`config.mk`:
```
export PLATFORM = sky130hd
export DESIGN_NAME = base64_stream_decoder
export DESIGN_NICKNAME = d
export VERILOG_FILES = /design/src/sv/b64d_pkg.sv /design/src/sv/b64d_class.sv /design/src/sv/b64d_accum.sv /design/src/sv/base64_stream_decoder.sv
export SDC_FILE = /design/constraint.sdc
export NUM_CORES = 1
export LEC_CHECK = 0
export BUFFER_PORTS_ARGS = -buffer_cell sky130_fd_sc_hd__buf_2
export CAP_MARGIN = 10
export CORE_ASPECT_RATIO = 1.1
export CORE_MARGIN = 2
export CORE_UTILIZATION = 35
export DETAILED_ROUTE_END_ITERATION = 12
export PLACE_DENSITY = 0.59
export SYNTH_ARGS = -nofsm -noshare
export SYNTH_HDL_FRONTEND = slang
export SYNTH_SLANG_ARGS = --single-unit
export TNS_END_PERCENT = 30
```
`constraint.sdc`:
```
create_clock -name clk -period 12.4 [get_ports clk]
set_input_delay 0 -clock clk [delete_from_list [all_inputs] [get_ports clk]]
set_output_delay 0 -clock clk [all_outputs]
set_load 0.01 [all_outputs]
```
`src/sv/b64d_pkg.sv`:
```
`default_nettype none

package b64d_pkg;

  // default width of the per-string value counter
  localparam int COUNT_WIDTH_DEF = 24;

  // result kind codes
  localparam logic [1:0] KIND_DATA    = 2'd0;
  localparam logic [1:0] KIND_END     = 2'd1;
  localparam logic [1:0] KIND_ILLEGAL = 2'd2;

  localparam logic [6:0] CH_SPACE = 7'h20;
  localparam logic [6:0] CH_EQUAL = 7'h3d;
  localparam logic [6:0] CH_DEL   = 7'h7f;
  localparam logic [6:0] CH_PLUS  = 7'h2b;
  localparam logic [6:0] CH_SLASH = 7'h2f;
  localparam logic [6:0] CH_UC_A  = 7'h41;
  localparam logic [6:0] CH_UC_Z  = 7'h5a;
  localparam logic [6:0] CH_LC_A  = 7'h61;
  localparam logic [6:0] CH_LC_Z  = 7'h7a;
  localparam logic [6:0] CH_NUM_0 = 7'h30;
  localparam logic [6:0] CH_NUM_9 = 7'h39;

  typedef enum logic [1:0] {
    CLS_SKIP,
    CLS_DIGIT,
    CLS_ILLEGAL
  } char_cls_e_t;

  typedef struct packed {
    char_cls_e_t cls;
    logic [5:0]  digit;
  } char_class_t;

  typedef struct packed {
    logic       valid;
    logic [1:0] kind;
    logic [7:0] data;
  } result_info_t;

  // mime alphabet lookup on the low seven bits
  function automatic char_class_t classify(input logic [6:0] ch7);
    char_class_t c;
    logic [6:0]  d;
    c.cls   = CLS_ILLEGAL;
    c.digit = 6'd0;
    d       = 7'd0;
    if (ch7 < CH_SPACE || ch7 == CH_DEL || ch7 == CH_SPACE || ch7 == CH_EQUAL) begin
      c.cls = CLS_SKIP;
    end else if (ch7 >= CH_UC_A && ch7 <= CH_UC_Z) begin
      c.cls = CLS_DIGIT;
      d     = ch7 - CH_UC_A;
    end else if (ch7 >= CH_LC_A && ch7 <= CH_LC_Z) begin
      c.cls = CLS_DIGIT;
      d     = ch7 - CH_LC_A + 7'd26;
    end else if (ch7 >= CH_NUM_0 && ch7 <= CH_NUM_9) begin
      c.cls = CLS_DIGIT;
      d     = ch7 - CH_NUM_0 + 7'd52;
    end else if (ch7 == CH_PLUS) begin
      c.cls = CLS_DIGIT;
      d     = 7'd62;
    end else if (ch7 == CH_SLASH) begin
      c.cls = CLS_DIGIT;
      d     = 7'd63;
    end
    c.digit = d[5:0];
    return c;
  endfunction

endpackage

`default_nettype wire

```
`src/sv/b64d_class.sv`:
```
`default_nettype none

module b64d_class (
  input  wire logic [7:0]            char_in,
  output b64d_pkg::char_class_t      cls,
  output logic                       is_end
);
  import b64d_pkg::*;

  // parity bit dropped before lookup, only a true zero ends a string
  assign cls    = classify(char_in[6:0]);
  assign is_end = (char_in == 8'd0);

endmodule

`default_nettype wire

```
`src/sv/b64d_accum.sv`:
```
`default_nettype none

module b64d_accum #(
  parameter int COUNT_WIDTH = b64d_pkg::COUNT_WIDTH_DEF
) (
  input  wire logic                   clk,
  input  wire logic                   rst_n,
  input  wire logic                   step,
  input  wire logic                   is_end,
  input  wire b64d_pkg::char_class_t  cls,
  output b64d_pkg::result_info_t      res,
  output logic [COUNT_WIDTH-1:0]      res_count
);
  import b64d_pkg::*;

  logic [5:0]             buf_r, buf_nxt;
  logic [2:0]             bc_r, bc_nxt;
  logic                   halt_r, halt_nxt;
  logic [COUNT_WIDTH-1:0] cnt_r, cnt_nxt;
  logic [11:0]            acc;
  logic [11:0]            acc_sh;
  logic [11:0]            keep_mask;
  logic [2:0]             sh;

  assign acc       = {buf_r, cls.digit};
  assign sh        = bc_r - 3'd2;
  assign acc_sh    = acc >> sh;
  assign keep_mask = (12'd1 << sh) - 12'd1;

  always_comb begin
    buf_nxt   = buf_r;
    bc_nxt    = bc_r;
    halt_nxt  = halt_r;
    cnt_nxt   = cnt_r;
    res.valid = 1'b0;
    res.kind  = KIND_DATA;
    res.data  = 8'd0;
    res_count = cnt_r;
    if (is_end) begin
      res.valid = 1'b1;
      res.kind  = KIND_END;
      buf_nxt   = 6'd0;
      bc_nxt    = 3'd0;
      halt_nxt  = 1'b0;
      cnt_nxt   = '0;
    end else if (!halt_r) begin
      unique case (cls.cls)
        CLS_SKIP: begin
        end
        CLS_ILLEGAL: begin
          halt_nxt  = 1'b1;
          res.valid = 1'b1;
          res.kind  = KIND_ILLEGAL;
        end
        CLS_DIGIT: begin
          if (bc_r == 3'd0) begin
            buf_nxt = cls.digit;
            bc_nxt  = 3'd6;
          end else begin
            buf_nxt   = acc[5:0] & keep_mask[5:0];
            bc_nxt    = sh;
            res.valid = 1'b1;
            res.data  = acc_sh[7:0];
            if (cnt_r != '1) begin
              cnt_nxt = cnt_r + 1'b1;
            end
            res_count = cnt_nxt;
          end
        end
        default: begin
        end
      endcase
    end
  end

  always_ff @(posedge clk) begin
    if (!rst_n) begin
      buf_r  <= 6'd0;
      bc_r   <= 3'd0;
      halt_r <= 1'b0;
      cnt_r  <= '0;
    end else if (step) begin
      buf_r  <= buf_nxt;
      bc_r   <= bc_nxt;
      halt_r <= halt_nxt;
      cnt_r  <= cnt_nxt;
    end
  end

endmodule

`default_nettype wire

```
`src/sv/base64_stream_decoder.sv`:
```
// channel | ports                                              | direction
// --------+----------------------------------------------------+----------
// input   | in_valid, in_stall, in_char_in                     | in
// result  | out_valid, out_stall, out_result_kind,             | out
//         | out_data_value, out_value_count                    |
//
// one character per cycle while the result side is not stalled; an input beat
// reaches the result beat through the input register and the result register
// the accumulator update sits between those two registers in a single pass
// reset (rst_n low, synchronous) empties both registers and clears the
// bit buffer, bit count, halt flag and value count
// a stalled result holds in the result register; the input register keeps
// taking beats while it is empty or the result slot is free or draining
`default_nettype none

module base64_stream_decoder #(
  parameter int COUNT_WIDTH = b64d_pkg::COUNT_WIDTH_DEF
) (
  input  wire logic                   clk,
  input  wire logic                   rst_n,
  input  wire logic                   in_valid,
  output logic                        in_stall,
  input  wire logic [7:0]             in_char_in,
  output logic                        out_valid,
  input  wire logic                   out_stall,
  output logic [1:0]                  out_result_kind,
  output logic [7:0]                  out_data_value,
  output logic [COUNT_WIDTH-1:0]      out_value_count
);
  import b64d_pkg::*;

  // input register
  logic       in_vld_r;
  logic [7:0] in_char_r;

  // result register
  logic                   out_vld_r;
  logic [1:0]             out_kind_r;
  logic [7:0]             out_data_r;
  logic [COUNT_WIDTH-1:0] out_count_r;

  logic                   advance;
  logic                   step;
  logic                   is_end;
  char_class_t            cls;
  result_info_t           res;
  logic [COUNT_WIDTH-1:0] res_count;

  // the held character moves on when the result slot is free or draining
  assign advance  = !out_vld_r || !out_stall;
  assign step     = in_vld_r && advance;
  assign in_stall = in_vld_r && !advance;

  always_ff @(posedge clk) begin
    if (!rst_n) begin
      in_vld_r <= 1'b0;
    end else if (!in_stall) begin
      in_vld_r <= in_valid;
    end
  end

  // payload only, no reset needed
  always_ff @(posedge clk) begin
    if (!in_stall && in_valid) begin
      in_char_r <= in_char_in;
    end
  end

  b64d_class u_class (
    .char_in (in_char_r),
    .cls     (cls),
    .is_end  (is_end)
  );

  b64d_accum #(
    .COUNT_WIDTH (COUNT_WIDTH)
  ) u_accum (
    .clk       (clk),
    .rst_n     (rst_n),
    .step      (step),
    .is_end    (is_end),
    .cls       (cls),
    .res       (res),
    .res_count (res_count)
  );

  // skipped characters and halted input leave the result slot empty
  always_ff @(posedge clk) begin
    if (!rst_n) begin
      out_vld_r <= 1'b0;
    end else if (advance) begin
      out_vld_r <= step && res.valid;
    end
  end

  always_ff @(posedge clk) begin
    if (step && res.valid) begin
      out_kind_r  <= res.kind;
      out_data_r  <= res.data;
      out_count_r <= res_count;
    end
  end

  assign out_valid       = out_vld_r;
  assign out_result_kind = out_kind_r;
  assign out_data_value  = out_data_r;
  assign out_value_count = out_count_r;

  // the input side only holds off while a character is actually waiting
  a_stall_needs_item: assert property (@(posedge clk) disable iff (!rst_n)
    in_stall |-> in_vld_r)
    else $error("input stalled with empty input register");

  // an accepted beat always lands in the input register
  a_beat_captured: assert property (@(posedge clk) disable iff (!rst_n)
    (in_valid && !in_stall) |=> in_vld_r)
    else $error("accepted beat lost");

  // a zero character always produces an end beat in the next cycle
  a_end_result: assert property (@(posedge clk) disable iff (!rst_n)
    (step && in_char_r == 8'd0) |=> (out_vld_r && out_kind_r == KIND_END))
    else $error("end of string gave no end beat");

  // only data beats carry a nonzero value
  a_data_zero: assert property (@(posedge clk) disable iff (!rst_n)
    (out_vld_r && out_kind_r != KIND_DATA) |-> out_data_r == 8'd0)
    else $error("non-data beat carries a value");

endmodule

`default_nettype wire
```
**Yosys cells after proc, flatten, opt, wreduce, memory -nomap -nowiden**

Index checks and enable logic that the tools add are counted.

- Flip-flop bits (word level): 78
- Latch bits: 0
- RAM bits: 0
- ROM bits: 0
- Input bits: 12
- Output and inout bits: 36
- Word-level logic and storage cells: 96
- Memories kept: 0

- Add/subtract/negate cells: 8
- Multipliers: 0
- Div/mod/pow operators: 0
- Magnitude comparators: 7
- Equal/unequal tests: 9
- Shift operators: 2
- Mux-type cells: 36
- Bitwise gates (word level): 2
- Reduce and logical (&&, ||, !) cells: 21

Operators with widths:

| kind | count |
|---|---|
| 24-bit 2-to-1 mux | 6 |
| 6-bit 2-to-1 mux | 10 |
| 7-bit by 6-bit equality test with 1-bit output (second input constant) | 4 |
| 24-bit by 1-bit adder with 24-bit output (second input constant) | 1 |
| 24-bit != test (second input constant) | 1 |
| 8-bit 2-to-1 mux | 2 |
| 3-bit 2-to-1 mux | 5 |
| 7-bit greater-or-equal comparator (second input constant) | 2 |
| 7-bit <= comparator (second input constant) | 2 |
| 2-bit 2-to-1 mux | 7 |
| 12-bit by 3-bit >> shifter with 8-bit output | 1 |
| 6-bit by 1-bit subtractor with 6-bit output (second input constant) | 2 |
| 6-bit subtractor (second input constant) | 2 |
| 11-bit 2-to-1 mux | 1 |
| 8-bit logical NOT | 1 |
| 7-bit equality test (second input constant) | 1 |
| 7-bit by 6-bit greater-or-equal comparator with 1-bit output (second input constant) | 1 |
| 7-bit by 6-bit <= comparator with 1-bit output (second input constant) | 1 |
| 1-bit logical AND | 7 |
| 7-bit by 6-bit < comparator with 1-bit output (second input constant) | 1 |
| 6-bit by 5-bit adder with 6-bit output (second input constant) | 1 |
| 6-bit adder (second input constant) | 1 |
| 6-bit AND | 1 |
| 1-bit by 3-bit left shift with 6-bit output (first input constant) | 1 |
| other kinds (14) | 23 |

**Depth between registers and ports, before layout**

- Word-level depth: 13
- Mapped depth: 14

**Hierarchy**

From an unflattened synthesis, not the netlist that was laid out.

- Cell total of the unflattened synthesis: 466
- Area, all modules: 4,625.7 um2

By module, submodules not included:

| module | instances | cells each | area each (um2) | seq. area each (um2) |
|---|---|---|---|---|
| b64d_accum | 1 | 335 | 2,677.6 | 660.6 |
| base64_stream_decoder | 1 | 52 | 1,352.5 | 1,301.2 |
| b64d_class | 1 | 79 | 595.6 | 0.0 |

**Worst setup path before layout**

No wires, ideal clock.

- Kind: flip-flop to flip-flop
- From: register in_char_r[2]
- To: register out_data_r[0] (netlist: out_data_value[0]) (enable)
- Setup time: 0.438 ns
- Arrival: 4.041 ns
- Data required time: 11.962 ns
- Path slack: 7.920 ns
- Stages on the path, launching flop included: 11
- Path buffers: 1
- Period minus slack after synthesis: 4.480 ns
- Cell sequence: edfxtp_1 > clkbuf_1 > inv_1 > ha_1 > a21boi_0 > a21oi_2 > nor2_1 > nand3_1 > ha_1 > or3_1 > a21oi_1

- Word-level cells in the longest chain between the ends: 12
- Elaborated cells on any way between the ends: 31
- Classes of those cells: order compare: 7; eq/ne: 7; mux: 9; reduce/logical: 8

Ends and longest elaborated chain:

| element | line | RTL |
|---|---|---|
| start, declared | base64_stream_decoder.sv:34 | `logic [7:0] in_char_r;` |
| start signal, assigned | base64_stream_decoder.sv:65 | `in_char_r <= in_char_in;` |
| branches (longest 10 deep; another with 7-bit by 6-bit greater-or-equal comparator with 1-bit output) | - |  |
| 3-bit 2-to-1 mux * | b64d_accum.sv:39 | `if (is_end) begin` |
| 1-bit logical AND * | base64_stream_decoder.sv:97 | `if (step && res.valid) begin` |
| end signal, assigned | base64_stream_decoder.sv:99 | `out_data_r <= res.data;` |
| end, declared | base64_stream_decoder.sv:39 | `logic [7:0] out_data_r;` |

Mark *: on every way between the ends.
A chain may end at the register's enable or synchronous reset.

**Worst setup path in the final report**

- From: register in_char_r[2]
- To: register out_count_r[12] (netlist: out_value_count[12]) (enable)

- Word-level cells in the longest chain between the ends: 12
- Elaborated cells on any way between the ends: 31
- Classes of those cells: order compare: 7; eq/ne: 7; mux: 9; reduce/logical: 8

Ends and longest elaborated chain:

| element | line | RTL |
|---|---|---|
| branches (longest 10 deep; another with 7-bit by 6-bit greater-or-equal comparator with 1-bit output) | - |  |
| 3-bit 2-to-1 mux * | b64d_accum.sv:39 |  |
| 1-bit logical AND * | base64_stream_decoder.sv:97 |  |
| end signal, assigned | base64_stream_decoder.sv:100 | `out_count_r <= res_count;` |
| end, declared | base64_stream_decoder.sv:40 | `logic [COUNT_WIDTH-1:0] out_count_r;` |

Marks and branches as above.

==> impl_metrics.ini <==
[run_status]
outcome = complete, no violations

[timing]
worst_slack_ns = 8.51
totalNegativeSetupSlack_ns = 0
slew_headroom_pct = 24.9
fin_hold_ws_ns = 0.0120
finalMaxSlewViolations = 0
fmax_mhz = 257
hold_viol = 0
finClkSkew_ns = 0.00447
post-route-min-period_ns = 3.89
worst_pin_slew_ns = 1.12
rsz0062_at_grt = false
min_period_over_period_pct = 31.4
setup_viol = 0

[min_path]
hp-class = in2reg
hp-start = rst_n

[setup_path]
timing.critical_path.mode_cell = ha_1
cp-start-kind = register
criticalPathCategory = reg2reg
reg2reg_from = in_char_r[2]
cp_slowest_stage_delay_ns = 0.89
path_max_fanout = 35
path_cells = inv_1, ha_1, nand3b_1, a21oi_1, a41oi_1, nand3_1, ha_1, or3_1, a21oi_4
critPathBufInv = 1
crit_family = compound AO/OA/AOI/OAI gates
endpoint_kind = register
crit_arrival_ns = 3.84
cp-startpoint = in_char_r[2]
slowest_stage = a21oi_4
cp.required_ns = 12.35

[yosys]
syn-cell-area_um2 = 4430
syn-num-nets = 499
postSynthAreaPerCell_um2 = 9.47
ys_seq_elements = 77
synth_edf_count = 42
ys_warn_count = 0
post_synth_num_cell_types = 68
yosysTopAreaCellShare_pct = 28.5
yosys-top-cells-area = edfxtp_1 28%, dfxtp_1 16%, ha_1 4.8%, nand2_1 4.0%, a21oi_1 3.8%
synth_seq_area_share_pct = 44.3
synth_top_area_cell = edfxtp_1
syn_inst = 468
synth_flop_cell = edfxtp_1
async_flop_share_pct = 0

[route]
wl_per_cell_um = 15.9
detail-route-antenna-nets = 0
first_iter_violations = 232
vias = 3724
drt_pass1_iterations = 4
wirelength_um = 10800
vias_per_cell = 5.50
drc = 0

[layout]
antennaDiodeCount = 0
final_cells = 677
multi_input_area_um2 = 2330
seqCellArea_um2 = 1960
layout.nets = 546
drive_above_1_share_pct = 16.5
syn_to_final_growth_pct = 18.3
fillCellCount = 1242

[clocking]
post_cts.repair.setup_buffers = 0
cts_sinks = 77
cts_tree = done
htree_levels = 3
clkLatencyLatePin_ns = 0.34
clkTransAtPathRegs_ns = 0.06
cts_buffers = 9
cts_resized = 0
cts_root_buf = clkbuf_16
clockBufferDepth = 2

[place]
place_inst = 651
hpwl_um = 7600
pre_cts_slack_ns = 8.47
gp_congestion = 0.851
port_buffers = 47

[power]
p_per_area_nw_per_um2 = 120
p_total_mw = 0.629
ir_drop_mv = 0.0750
p_leak_nw = 1.94

[global_routing]
grt_usage_pct = 16.5
grt_pass1_wl_um = 17900
grt_max_degree = 36
overflow = 0
antenna_found_initial = 0
grt_pass1_vias = 3552

[job]
drv_cap = 0

[die]
die_area_um2 = 13600
dieHeight_um = 122
placementRows = 43
die_x_um = 111
io_pins = 48
initial_core_util_pct = 35.5
coreArea_um2 = 12500
==> through the flow <==
| stage | utilization [%] | instance area, µm² |
|---|---|---|
| 2_1_floorplan | - | 4430 |
| 3_3_place_gp | 38.4 | 4790 |
| 3_5_place_dp | 38.4 | 4790 |
| 4_1_cts | 42.0 | 5240 |
| 5_1_grt | 42.0 | 5240 |
| 6_report | 42.0 | 5240 |
==> sequential cells by signal, indices dropped and copies added (netlist names) <==
register	flops
u_accum.cnt_r	24
in_vld_r	1
out_result_kind	2
in_char_r	8
u_accum.buf_r	6
u_accum.bc_r	2
out_valid	1
out_value_count	24
out_data_value	8
u_accum.halt_r	1
==> where the power goes <==
group / leakage (nW) / switching [mW] / internal, mW
clock: 0.173 / 0.104 / 0.202
combinational: 1.07 / 0.0291 / 0.0168
sequential: 0.701 / 0.00518 / 0.272
==> repair_timing <==
item	4_1_cts	5_1_grt
setup endpoints to repair	0	0
endpoints found under the hold margin	10	0
hold buffers	10	0
==> worst register-to-register path, cell delays in order (launching register included) <==
cell      delay (ns)
edfxtp_1        0.52
inv_1           0.17
ha_1            0.30
nand3b_1        0.11
a21oi_1         0.09
a41oi_1         0.53
nand3_1         0.18
ha_1            0.31
or3_1           0.40
a21oi_4         0.89
==> layer usage <==
layer	wire length [µm]	vias to the layer above	GRT usage, %
met2	4910	106	26.1
li1	-	1832	-
met1	5100	1776	22.5
met5	0	-	0
met3	620	10	3.88
met4	140	0	4.94
==> final timing paths <==
path / to / slack [ns] / cells after the start
min: u_accum.cnt_r[20] / 0.01 / 2
min reg2reg: u_accum.buf_r[5] / 0.49 / 2
max reg2reg: out_value_count[12] / 8.51 / 9
max: out_value_count[12] / 8.51 / 9
==> cells in the final DEF (no fill, tap or decap), types with 8 or more instances in the layout <==
cell type and count:
o211ai_1 10, nand4_1 11, buf_2 47, nand2_1 47, or3_1 11, nand3_1 20
o21ai_0 10, clkbuf_16 9, dfxtp_1 35, inv_1 12, ha_1 17, xor2_1 13
nor2_1 39, xnor2_1 15, nor3_1 10, a31oi_1 8, edfxtp_1 42, a21oi_1 33
dlygate4sd3_1 10
==> Yosys cell counts (11+ instances only) <==
| cell | number |
|---|---|
| nor2_1 | 39 |
| nand3_1 | 20 |
| clkbuf_1 | 15 |
| dfxtp_1 | 35 |
| edfxtp_1 | 42 |
| ha_1 | 17 |
| xnor2_1 | 15 |
| xor2_1 | 13 |
| inv_1 | 12 |
| or3_1 | 11 |
| nand2_1 | 47 |
| a21oi_1 | 34 |
| nand4_1 | 11 |
==> final cells by class <==
| class | count | area share (%) |
|---|---|---|
| well taps | 157 | 3.75 |
| clock inverters | 6 | 2.08 |
| flip-flops and latches | 77 | 37.4 |
| clock buffers | 10 | 4.56 |
| multi-input cells | 354 | 44.5 |
| repair buffers | 59 | 6.68 |
| inverters | 14 | 1.00 |
==> cell families (layout without fill, tap and decap cells) <==
| group | after synthesis | in the layout | share of synthesized area (%) |
|---|---|---|---|
| flops | 77 | 77 | 44.3 |
| fa+ha+maj | 19 | 19 | 5.70 |
| compound gates | 114 | 114 | 17.7 |
| buf+inv | 37 | 89 | 3.33 |
| other cells | 2 | 2 | 0.170 |
| simple gates | 185 | 185 | 21.9 |
| xor+xnor | 28 | 28 | 5.54 |
| mux | 6 | 6 | 1.44 |
(Power assumes the default switching activity.)
